$ cat config.mk
export PLATFORM = sky130hd
export DESIGN_NAME = exact_fraction_compare_unit
export DESIGN_NICKNAME = d
export VERILOG_FILES = /design/src/sv/efc_pkg.sv /design/src/sv/efc_ctrl.sv /design/src/sv/efc_dp.sv /design/src/sv/exact_fraction_compare_unit.sv
export SDC_FILE = /design/constraint.sdc
export NUM_CORES = 1
export LEC_CHECK = 0
export ABC_CLOCK_PERIOD_IN_PS = 7800
export BUFFER_PORTS_ARGS = -buffer_cell sky130_fd_sc_hd__clkbuf_2
export CELL_PAD_IN_SITES_DETAIL_PLACEMENT = 1
export CELL_PAD_IN_SITES_GLOBAL_PLACEMENT = 1
export CORE_MARGIN = 4
export CORE_UTILIZATION = 43
export CTS_BUF_LIST = sky130_fd_sc_hd__clkbuf_8 sky130_fd_sc_hd__clkbuf_16
export DETAILED_ROUTE_END_ITERATION = 8
export HOLD_SLACK_MARGIN = 0.03
export PLACE_DENSITY = 0.81
export SYNTH_ARGS = -nofsm -noshare
export SYNTH_HDL_FRONTEND = slang
export SYNTH_SLANG_ARGS = --single-unit
$ cat constraint.sdc
create_clock -name i_clk -period 7.8 [get_ports i_clk]
set_input_delay 0.78 -clock i_clk [delete_from_list [all_inputs] [get_ports i_clk]]
set_output_delay 0.78 -clock i_clk [all_outputs]
set_load 0.1 [all_outputs]
$ cat src/sv/efc_pkg.sv
// Package for the exact fraction compare unit.
// Holds the value width, the result codes and the controller/datapath types.
// No dependencies.
package efc_pkg;

    // Operand width used inside the block; input ports stay 64 bits wide.
    localparam int VALUE_WIDTH = 64;
    localparam int IN_WIDTH    = 64;
    localparam int CNT_WIDTH   = $clog2(VALUE_WIDTH);

    // Order codes (2-bit signed)
    localparam logic signed [1:0] ORDER_LT = 2'sb11;
    localparam logic signed [1:0] ORDER_EQ = 2'sb00;
    localparam logic signed [1:0] ORDER_GT = 2'sb01;

    typedef enum logic [1:0] {
        S_IDLE,
        S_CHECK,
        S_DIV,
        S_CMP
    } t_efc_state;

    // Controller to datapath
    typedef struct packed {
        logic load;        // capture a new transaction
        logic div_start;   // seed both dividers
        logic div_step;    // one quotient bit on both dividers
        logic swap;        // move to the reciprocal remainders
        logic finish_cmp;  // post the decided order
        logic finish_zd;   // post the zero-denominator result
    } t_efc_cmd;

    // Datapath to controller
    typedef struct packed {
        logic zero_den;    // a denominator is zero
        logic decided;     // current round settles the order
        logic out_free;    // result register can take a new result
    } t_efc_sts;

endpackage

$ cat src/sv/efc_ctrl.sv
// Controller for the exact fraction compare unit.
// Sequences the continued-fraction rounds and the bit-serial divisions.
// Depends on efc_pkg.
module efc_ctrl import efc_pkg::*; (
    input  logic     i_clk,
    input  logic     i_rst_n,
    input  logic     i_valid,
    output logic     o_ready,
    input  t_efc_sts i_sts,
    output t_efc_cmd o_cmd
);

    t_efc_state r_state, n_state;
    logic [CNT_WIDTH-1:0] r_cnt, n_cnt;
    logic                 cnt_last;

    assign cnt_last = (r_cnt == CNT_WIDTH'(VALUE_WIDTH - 1));

    // State and bit counter
    always_ff @(posedge i_clk) begin
        if (!i_rst_n) begin
            r_state <= S_IDLE;
            r_cnt   <= '0;
        end else begin
            r_state <= n_state;
            r_cnt   <= n_cnt;
        end
    end

    // Next state
    always_comb begin
        n_state = r_state;
        case (r_state)
            S_IDLE: begin
                if (i_valid) n_state = S_CHECK;
            end
            S_CHECK: begin
                if (!i_sts.zero_den)      n_state = S_DIV;
                else if (i_sts.out_free)  n_state = S_IDLE;
            end
            S_DIV: begin
                if (cnt_last) n_state = S_CMP;
            end
            S_CMP: begin
                if (!i_sts.decided)       n_state = S_CHECK;
                else if (i_sts.out_free)  n_state = S_IDLE;
            end
            default: n_state = S_IDLE;
        endcase
    end

    // Outputs and commands
    always_comb begin
        o_cmd   = '0;
        o_ready = 1'b0;
        n_cnt   = r_cnt;
        case (r_state)
            S_IDLE: begin
                o_ready    = 1'b1;
                o_cmd.load = i_valid;
            end
            S_CHECK: begin
                if (!i_sts.zero_den) begin
                    o_cmd.div_start = 1'b1;
                    n_cnt           = '0;
                end else begin
                    o_cmd.finish_zd = i_sts.out_free;
                end
            end
            S_DIV: begin
                o_cmd.div_step = 1'b1;
                n_cnt          = r_cnt + CNT_WIDTH'(1);
            end
            S_CMP: begin
                if (!i_sts.decided) o_cmd.swap       = 1'b1;
                else                o_cmd.finish_cmp = i_sts.out_free;
            end
            default: begin
                o_cmd = '0;
            end
        endcase
    end

endmodule

$ cat src/sv/efc_dp.sv
// Datapath for the exact fraction compare unit: operand registers, two
// restoring bit-serial dividers, round compare and the result register.
// Depends on efc_pkg.
module efc_dp import efc_pkg::*; (
    input  logic                i_clk,
    input  logic                i_rst_n,
    input  t_efc_cmd            i_cmd,
    output t_efc_sts            o_sts,
    input  logic [IN_WIDTH-1:0] i_num_left,
    input  logic [IN_WIDTH-1:0] i_den_left,
    input  logic [IN_WIDTH-1:0] i_num_right,
    input  logic [IN_WIDTH-1:0] i_den_right,
    output logic                o_valid,
    input  logic                i_ready,
    output logic signed [1:0]   o_order,
    output logic                o_zero_denominator
);

    localparam int W = VALUE_WIDTH;

    logic [W-1:0] r_n1, r_d1, r_n2, r_d2;
    logic [W-1:0] r_rem1, r_rem2, r_quo1, r_quo2;
    logic         r_neg;                 // sense of the answer is flipped
    logic         r_valid;
    logic signed [1:0] r_order;
    logic         r_zd;

    logic [W:0]   sh1, sh2, diff1, diff2;
    logic         ge1, ge2;
    logic         q_ne, q_lt, r1_zero, r2_zero;
    logic signed [1:0] cmp_order;

    // One restoring step on each divider
    assign sh1   = {r_rem1, r_quo1[W-1]};
    assign sh2   = {r_rem2, r_quo2[W-1]};
    assign diff1 = sh1 - {1'b0, r_d1};
    assign diff2 = sh2 - {1'b0, r_d2};
    assign ge1   = (sh1 >= {1'b0, r_d1});
    assign ge2   = (sh2 >= {1'b0, r_d2});

    // Round compare on finished quotients and remainders
    assign q_ne    = (r_quo1 != r_quo2);
    assign q_lt    = (r_quo1 < r_quo2);
    assign r1_zero = (r_rem1 == '0);
    assign r2_zero = (r_rem2 == '0);

    always_comb begin
        if (q_ne)
            cmp_order = (q_lt ^ r_neg) ? ORDER_LT : ORDER_GT;
        else if (r1_zero && r2_zero)
            cmp_order = ORDER_EQ;
        else if (r1_zero)
            cmp_order = r_neg ? ORDER_GT : ORDER_LT;
        else
            cmp_order = r_neg ? ORDER_LT : ORDER_GT;
    end

    assign o_sts.zero_den = (r_d1 == '0) || (r_d2 == '0);
    assign o_sts.decided  = q_ne || r1_zero || r2_zero;
    assign o_sts.out_free = !r_valid || i_ready;

    // Operands and dividers
    always_ff @(posedge i_clk) begin
        if (i_cmd.load) begin
            r_n1  <= i_num_left[W-1:0];
            r_d1  <= i_den_left[W-1:0];
            r_n2  <= i_num_right[W-1:0];
            r_d2  <= i_den_right[W-1:0];
            r_neg <= 1'b0;
        end else if (i_cmd.swap) begin
            r_n1  <= r_d2;
            r_d1  <= r_rem2;
            r_n2  <= r_d1;
            r_d2  <= r_rem1;
            r_neg <= !r_neg;
        end
        if (i_cmd.div_start) begin
            r_rem1 <= '0;
            r_rem2 <= '0;
            r_quo1 <= r_n1;
            r_quo2 <= r_n2;
        end else if (i_cmd.div_step) begin
            r_rem1 <= ge1 ? diff1[W-1:0] : sh1[W-1:0];
            r_rem2 <= ge2 ? diff2[W-1:0] : sh2[W-1:0];
            r_quo1 <= {r_quo1[W-2:0], ge1};
            r_quo2 <= {r_quo2[W-2:0], ge2};
        end
    end

    // Result register
    always_ff @(posedge i_clk) begin
        if (!i_rst_n) begin
            r_valid <= 1'b0;
        end else if (i_cmd.finish_cmp || i_cmd.finish_zd) begin
            r_valid <= 1'b1;
        end else if (i_ready) begin
            r_valid <= 1'b0;
        end
    end

    always_ff @(posedge i_clk) begin
        if (i_cmd.finish_zd) begin
            r_order <= ORDER_EQ;
            r_zd    <= 1'b1;
        end else if (i_cmd.finish_cmp) begin
            r_order <= cmp_order;
            r_zd    <= 1'b0;
        end
    end

    assign o_valid            = r_valid;
    assign o_order            = r_order;
    assign o_zero_denominator = r_zd;

endmodule

$ cat src/sv/exact_fraction_compare_unit.sv
// Exact fraction compare unit: orders num_left/den_left against
// num_right/den_right by continued-fraction expansion, no multipliers.
// Depends on efc_pkg, efc_ctrl and efc_dp.
//
// Usage:
//   Input channel i_valid/o_ready carries one transaction of four 64-bit
//   operands; VALUE_WIDTH low bits of each are used. Output channel
//   o_valid/i_ready returns o_order (-1, 0, +1) and o_zero_denominator.
//   Each round runs two restoring dividers in parallel, one quotient bit
//   per cycle. A transaction takes up to about 93 rounds for 64-bit
//   operands; a zero denominator finishes without any division round.
//   One transaction is worked on at a time; the next is taken as soon as
//   the result sits in the output register, even if unread.
//   If the receiver stalls with a result still held, the block waits at the
//   end of the following transaction until the register frees up.
//   Synchronous active-low reset clears the controller and output valid;
//   no result is pending after reset.
module exact_fraction_compare_unit import efc_pkg::*; (
    input  logic                i_clk,
    input  logic                i_rst_n,
    input  logic                i_valid,
    output logic                o_ready,
    input  logic [IN_WIDTH-1:0] i_num_left,
    input  logic [IN_WIDTH-1:0] i_den_left,
    input  logic [IN_WIDTH-1:0] i_num_right,
    input  logic [IN_WIDTH-1:0] i_den_right,
    output logic                o_valid,
    input  logic                i_ready,
    output logic signed [1:0]   o_order,
    output logic                o_zero_denominator
);

    t_efc_cmd cmd;
    t_efc_sts sts;

    // Sequencer
    efc_ctrl u_ctrl (
        .i_clk   (i_clk),
        .i_rst_n (i_rst_n),
        .i_valid (i_valid),
        .o_ready (o_ready),
        .i_sts   (sts),
        .o_cmd   (cmd)
    );

    // Operands, dividers and result register
    efc_dp u_dp (
        .i_clk              (i_clk),
        .i_rst_n            (i_rst_n),
        .i_cmd              (cmd),
        .o_sts              (sts),
        .i_num_left         (i_num_left),
        .i_den_left         (i_den_left),
        .i_num_right        (i_num_right),
        .i_den_right        (i_den_right),
        .o_valid            (o_valid),
        .i_ready            (i_ready),
        .o_order            (o_order),
        .o_zero_denominator (o_zero_denominator)
    );

endmodule
==> results.yml, run 1 <==
final_layout:
  fill_cells: 8283
  final_cell_count_no_fill: 4461
  finalInstanceArea_mm2: 0.03558
  area_grow_syn2layout_pct: 12.08
  layout-drive-gt1-share_pct: 17.06
  number_of_nets_in_the_final_layout: 3905
cts:
  cts-htree-levels: 2
  cts_resized: 0
  cts_root_buffer: "sky130_fd_sc_hd__clkbuf_16"
  tritoncts_clock_tree: "built"
  cts_hold_buffers: 0
  cts-root-to-sink-buffers: 3
  numCtsBuffers: 58
  clock_sinks: 525
  clk_transition_reported_paths_ps: 60
  clkLatencyLatePin_ps: 630
  cts_setup_buffers: 0
global_route:
  antenna_violations_before_repair: 6
  track_usage_pct: 30.12
  global_route_wire_length_before_repair_mm: 178.2
  grt_max_degree: 125
  overflow: 0
  first_global_vias: 27914
die:
  floorplan.core_area_mm2: 0.07308
  rows: 99
  overall_die_area_mm2: 0.07823
  num_io_pins: 265
  start_util_pct: 43.43
  die_y_um: 279.7
  die_w_um: 279.7
detailed_routing:
  via_count: 27317
  ant_nets: 0
  route.top_layer_used: "met4"
  viasPerCell: 6.124
  remaining_drc_errors: 0
  drt_pass1_iterations: 5
  dr.first_iter.drc_count: 2885
  m1_wl_mm: 51.66
  detailroute.wirelength.met2_mm: 54.70
  route.detailed.wl_per_inst_um: 27.31
  route.met3.wl_mm: 9.461
  detail_route.wirelength_mm: 121.8
placement:
  numPlacedInstances: 4349
  gp_routability_congestion: 0.9811
  detailed_place.area_mm2: 0.03369
  io_buffer_count: 264
  dp_hpwl_mm: 92.74
critical_path:
  critPathArrivalTime_ps: 5260
  worst_setup_path_end_kind: "register"
  critPathLaunch: "u_dp.r_quo1[29]"
  cp.required_ps: 8040
  r2r_cells: 8
  setup.worst_path.class: "register to register"
  regToRegStartpoint: "u_dp.r_quo1[29]"
  critPathCapture: "u_dp.r_n2[19]"
  worst_reg2reg_endpoint: "u_dp.r_n2[19]"
  critPathMaxFanout: 74
  ff2ff_setup_slack_ps: 2780
  timing.critical_path.from_type: "register"
synthesis:
  synthDominantAreaCellType: "sky130_fd_sc_hd__edfxtp_1"
  number_of_synthesized_flops_with_an_enable_pin: 384
  yosysUniqueCellTypes: 87
  synth_top_area_share_pct: 36.33
  fraction_of_registers_with_async_set_or_reset_after_synthesis_pct: 0
  top_count_cell_post_synth: "sky130_fd_sc_hd__nand2_1"
  syn_inst: 3287
  post_synth_instance_area_mm2: 0.03174
  syn_nets: 3742
  seq_area_frac_synth_pct: 45.22
  synthTopCellsByCount: "401 x sky130_fd_sc_hd__nand2_1, 384 x sky130_fd_sc_hd__edfxtp_1, 320 x sky130_fd_sc_hd__o21ai_0, 223 x sky130_fd_sc_hd__a21oi_1, 223 x sky130_fd_sc_hd__inv_1"
  yosysWarningCount: 0
  synth_area_per_cell_um2: 9.657
  synth_top_flop_cell: "sky130_fd_sc_hd__edfxtp_1"
  most_area_consuming_cells_after_synthesis: "sky130_fd_sc_hd__edfxtp_1 36%, sky130_fd_sc_hd__dfxtp_1 8.9%, sky130_fd_sc_hd__ha_1 7.6%, sky130_fd_sc_hd__mux2_2 7.0%, sky130_fd_sc_hd__o21ai_0 5.0%"
  synth_register_bits: 525
run_status:
  result_of_the_run: "completed"
pwr:
  p_comb_share_pct: 40.8
  relative_contribution_of_the_clock_network_to_total_power_pct: 21.3
  power_per_cell_area_mw_per_mm2: 366.0
  vdd_drop_max_mv: 0.2969
  switching_share_pct: 41.30
  power_frac_seq_pct: 37.9
  intPower_mw: 7.643
  cellLeakagePower_nw: 14.71
  total_switching_power_mw: 5.377
timing:
  max_slew.worst_pin.slew_ps: 1166
  final.period_utilization_pct: 64.38
  final_layout_setup_total_negative_slack_ps: 0
  maxSlewHeadroom_pct: 21.58
  maxSlewViolCount: 0
  layout_min_cycle_time_ps: 5022
  setup-violations-final: 0
  rsz_0062_raised_after_global_routing: "no"
  final-hold-violation-count: 0
  max_freq_mhz: 199.1
  fin_worst_skew_ps: 32.40
run:
  drv.max_cap_violation_count: 0
min_path:
  hold_path_class: "primary input to register"
## critical path, stage by stage, from the launching register on
cell and delay (ps):
sky130_fd_sc_hd__edfxtp_1 430, sky130_fd_sc_hd__ha_1 330, sky130_fd_sc_hd__nand4_1 170, sky130_fd_sc_hd__or3_1 430, sky130_fd_sc_hd__or4b_1 640, sky130_fd_sc_hd__nor2_1 580
sky130_fd_sc_hd__nand4_1 320, sky130_fd_sc_hd__nand2b_4 770, sky130_fd_sc_hd__buf_4 910
## cell families (layout without fill, tap and decap cells)
kind of cell,Yosys count,in the layout,share of synthesized area [%]
other,0,2,0
XOR/XNOR,115,115,3.173
AO/OA/AOI/OAI,933,933,17.54
adder cells (fa/ha/maj),195,195,7.734
flip-flops,525,525,45.22
buffers and inverters,400,613,5.037
AND/OR/NAND/NOR,880,880,12.99
multiplexers,239,239,8.313
## per-stage QoR
step	power, mW	hold WS [ps]	util (%)	worst slack [ps]
after detailed placement	10.12	461.1	46.10	2792
after global routing	13.65	444.1	48.67	2584
after global placement	9.844	457.5	46.10	2991
after floorplan	8.263	430.5	-	1217
final	13.02	433.9	48.68	2778
after CTS	12.95	408.3	48.67	2768
## metal layers
metal,global-route usage (%),vias up
met3,4.175,201
met4,12.85,0
met1,42.03,13633
met2,47.23,1147
met5,0,-
li1,-,12336
## worst min-delay path by stage
stage	start	to	slack, ps	cells past startpoint
6_report	i_num_left[4]	u_dp.r_n1[4]	430	3
5_1_grt	i_num_right[13]	u_dp.r_n2[13]	440	3
4_1_cts	i_num_left[6]	u_dp.r_n1[6]	410	3
3_5_place_dp	u_ctrl.r_cnt[5]	u_ctrl.r_cnt[5]	460	1
3_3_place_gp	u_ctrl.r_cnt[5]	u_ctrl.r_cnt[5]	460	1
2_1_floorplan	u_ctrl.r_cnt[5]	u_ctrl.r_cnt[5]	430	1
## state kept, by name (all words and copies together), names as in the netlist
name / cells
u_ctrl.r_cnt: 6
u_ctrl.r_state: 2
u_dp.o_order: 2
u_dp.o_valid: 1
u_dp.o_zero_denominator: 1
u_dp.r_d1: 64
u_dp.r_d2: 64
u_dp.r_n1: 64
u_dp.r_n2: 64
u_dp.r_neg: 1
u_dp.r_quo1: 64
u_dp.r_quo2: 64
u_dp.r_rem1: 64
u_dp.r_rem2: 64
## power groups by stage
stage	Sequential, mW	Clock [mW]	Combinational [mW]
finish	4.94	2.77	5.31
global route	4.99	2.90	5.75
global placement	4.89	0	4.95
floorplan	4.83	0	3.43
CTS	4.92	2.78	5.25
detailed placement	4.96	0	5.16
## placed cells by master (no fill, tap or decap), types with 16 or more instances in the layout
cell type / netlist / final
sky130_fd_sc_hd__mux2_2: 197 / 197
sky130_fd_sc_hd__nor2b_1: 17 / 16
sky130_fd_sc_hd__nand3_1: 34 / 34
sky130_fd_sc_hd__nor4_1: 76 / 75
sky130_fd_sc_hd__xor2_1: 52 / 52
sky130_fd_sc_hd__edfxtp_1: 384 / 384
sky130_fd_sc_hd__nand2_1: 401 / 401
sky130_fd_sc_hd__a21oi_1: 223 / 223
sky130_fd_sc_hd__ha_1: 193 / 193
sky130_fd_sc_hd__o21ai_1: 80 / 80
sky130_fd_sc_hd__clkbuf_16: 0 / 58
sky130_fd_sc_hd__clkbuf_2: 1 / 264
sky130_fd_sc_hd__inv_1: 223 / 246
sky130_fd_sc_hd__a211oi_1: 17 / 17
sky130_fd_sc_hd__o21bai_1: 30 / 30
sky130_fd_sc_hd__a21o_1: 97 / 97
sky130_fd_sc_hd__xnor2_1: 63 / 63
sky130_fd_sc_hd__nor3_1: 34 / 34
sky130_fd_sc_hd__o21ai_0: 320 / 320
sky130_fd_sc_hd__dfxtp_1: 141 / 141
sky130_fd_sc_hd__nand4_1: 83 / 83
sky130_fd_sc_hd__nor2_1: 144 / 143
sky130_fd_sc_hd__mux2i_1: 42 / 42
sky130_fd_sc_hd__a31oi_1: 24 / 24
sky130_fd_sc_hd__nand2b_1: 19 / 17
## final cells by class
cell class                      count  area (um^2)  share of cell area, %
Antenna cell                        2        5.005                0.01407
Clock buffer                       60         1479                  4.157
Clock inverter                     50        401.6                  1.129
Inverter                          223        842.1                  2.367
Multi-Input combinational cell   2362        15840                  44.53
Sequential cell                   525        14350                  40.34
Tap cell                          959         1200                  3.373
Timing Repair Buffer              280         1454                  4.086
No activity file was read; power rests on OpenSTA's default activity.
==> inputs of run 2 (changes only) <==
--- a/config.mk
+++ b/config.mk
@@ -5,7 +5,7 @@
 export SDC_FILE = /design/constraint.sdc
 export NUM_CORES = 1
 export LEC_CHECK = 0
-export ABC_CLOCK_PERIOD_IN_PS = 7800
+export ABC_CLOCK_PERIOD_IN_PS = 4600
 export BUFFER_PORTS_ARGS = -buffer_cell sky130_fd_sc_hd__clkbuf_2
 export CELL_PAD_IN_SITES_DETAIL_PLACEMENT = 1
 export CELL_PAD_IN_SITES_GLOBAL_PLACEMENT = 1
==> constraint.sdc (replaced) <==
create_clock -name i_clk -period 4.6 [get_ports i_clk]
set_input_delay 0.46 -clock i_clk [delete_from_list [all_inputs] [get_ports i_clk]]
set_output_delay 0.46 -clock i_clk [all_outputs]
set_load 0.1 [all_outputs]
==> run 2 against run 1 <==
Effect of this change: register-to-register slack worse by 2500 ps; critical path type unchanged; via count is 0.90% higher; first-iteration DRC count rose by 13%; largest power group unchanged.
==> results.yml, run 2 (synthesis gave the netlist of run 1 again) <==
pwr:
  cellLeakagePower_nw: 14.97
  p_comb_share_pct: 42.2
  switching_share_pct: 41.21
  power_per_cell_area_mw_per_mm2: 627.0
  intPower_mw: 13.32
  total_switching_power_mw: 9.337
  power_frac_seq_pct: 36.7
  relative_contribution_of_the_clock_network_to_total_power_pct: 21.1
  vdd_drop_max_mv: 0.4444
  total_power_mw: 22.66
run:
  drv.max_cap_violation_count: 0
timing:
  final.period_utilization_pct: 94.86
  rsz_0062_raised_after_global_routing: "no"
  hold-worst-slack_ps: 102.2
  maxSlewHeadroom_pct: 27.54
  max_freq_mhz: 229.2
  max_slew.worst_pin.slew_ps: 1075
  fin_worst_skew_ps: 20.26
  setup-violations-final: 0
  layout_min_cycle_time_ps: 4364
  postLayoutSetupSlackWorst_ps: 236.4
  final-hold-violation-count: 0
  final_layout_setup_total_negative_slack_ps: 0
  maxSlewViolCount: 0
detailed_routing:
  detail_route.wirelength_mm: 123.2
  remaining_drc_errors: 0
  drt_pass1_iterations: 5
  viasPerCell: 6.122
  via_count: 27563
  route.detailed.wl_per_inst_um: 27.37
  ant_nets: 0
  dr.first_iter.drc_count: 3258
global_route:
  grt_max_degree: 98
  grtUsageMet1_pct: 42.85
  antenna_violations_before_repair: 10
  first_global_vias: 27587
  grt_util_met3_pct: 4.484
  global_route_wire_length_before_repair_mm: 179.3
  overflow: 0
  grtUsageMet2_pct: 47.34
  track_usage_pct: 30.40
  grt_busiest_layer: "met2"
placement:
  dp_hpwl_mm: 95.65
  io_buffer_count: 264
  numPlacedInstances: 4392
  detailed_place.area_mm2: 0.03422
  placement.setup.worst_slack_ps: 363.5
  gp_routability_congestion: 1.002
critical_path:
  critPathArrivalTime_ps: 4870
  worstPathCellList: "ha_1 -> inv_1 -> fa_1 -> a211oi_1 -> nor2_1 -> o31ai_1 -> o21ai_1 -> a21oi_2 -> o22ai_1 -> a31oi_1 -> o21ai_1 -> a221oi_1 -> xor2_1 -> o21ai_1"
  slowest_delay_ps: 570
  timing.critical_path.from_type: "register"
  cpMaxStageDelayCell: "sky130_fd_sc_hd__o31ai_1"
  worst_setup_path_end_kind: "register"
  setup.worst_path.class: "register to register"
  critPathMaxFanout: 4
  cp.required_ps: 5100
  path_common_cell: "sky130_fd_sc_hd__o21ai_1"
cts:
  cts_setup_buffers: 0
  cts_root_buffer: "sky130_fd_sc_hd__clkbuf_16"
  cts-root-to-sink-buffers: 3
  clk_transition_reported_paths_ps: 60
  cts_resized: 0
  cts_hold_buffers: 0
  cts-htree-levels: 2
  tritoncts_clock_tree: "built"
  clkLatencyLatePin_ps: 640
  clock_sinks: 525
  numCtsBuffers: 58
final_layout:
  finalInstanceArea_mm2: 0.03614
  layout.cells.most_common_list: "401 x sky130_fd_sc_hd__nand2_1, 384 x sky130_fd_sc_hd__edfxtp_1, 320 x sky130_fd_sc_hd__o21ai_0, 264 x sky130_fd_sc_hd__clkbuf_2, 234 x sky130_fd_sc_hd__inv_1"
  final_cell_count_no_fill: 4502
  layout-drive-gt1-share_pct: 18.13
  layout_commonest_cell: "sky130_fd_sc_hd__nand2_1"
  number_of_nets_in_the_final_layout: 3948
  finish.utilization_pct: 49.45
  area_grow_syn2layout_pct: 13.85
die:
  rows: 99
  floorplan.core_area_mm2: 0.07308
  die_y_um: 279.7
  num_io_pins: 265
  start_util_pct: 43.43
  overall_die_area_mm2: 0.07823
  die_w_um: 279.7
run_status:
  result_of_the_run: "completed"
min_path:
  hold_path_class: "primary input to register"
run 2: cell count changes in the layout (fill, tap and decap cells not counted), sizes merged:
| cell | previous run | this run |
|---|---|---|
| buf | 16 | 59 |
| clkbuf | 324 | 325 |
| clkinv | 12 | 20 |
| clkinvlp | 5 | 3 |
| inv | 250 | 241 |
run 2: metal layers:
layer  vias to the layer above  part of all wire, %
met3                       238                  7.9
met2                      1176                   44
met4                         6                  4.6
met1                     13711                   43
met5                         -                0.033
li1                      12432                    -
run 2: power by group through the flow:
stage          Clock, mW  Combinational (mW)  Sequential, mW
6_report            4.78                9.57            8.31
4_1_cts             4.79                9.41            8.27
2_1_floorplan          0                5.82            8.14
5_1_grt             4.99                10.3            8.41
3_3_place_gp           0                8.93            8.23
3_5_place_dp           0                9.27            8.35
run 2: worst max-delay path: cells and delay by family (launching register included):
family	cells	cell delay (ps)
xor gates and xnor gates	1	190
and+or+nand+nor	1	140
DFF	1	510
buffers and inverters	1	80
AOI/OAI and AO/OA	9	2610
adders and majority gates	2	690
run 2: final timing paths:
path	cells after the start	startpoint	slack (ps)	endpoint
worst min register to register	1	u_ctrl.r_cnt[5]	500	u_ctrl.r_cnt[5]
worst min-delay path	3	i_num_right[60]	100	u_dp.r_n2[60]
worst max register to register	14	u_dp.r_d2[0]	240	u_dp.r_rem2[60]
worst max-delay path	14	u_dp.r_d2[0]	240	u_dp.r_rem2[60]
run 2: layout make-up:
class / count / area [um^2]
Fill cell: 8322 / 36940
Multi-Input combinational cell: 2362 / 15840
Sequential cell: 525 / 14350
Timing Repair Buffer: 323 / 1989
Clock buffer: 61 / 1504
Tap cell: 959 / 1200
Inverter: 223 / 842.1
Clock inverter: 47 / 405.4
Antenna cell: 2 / 5.005
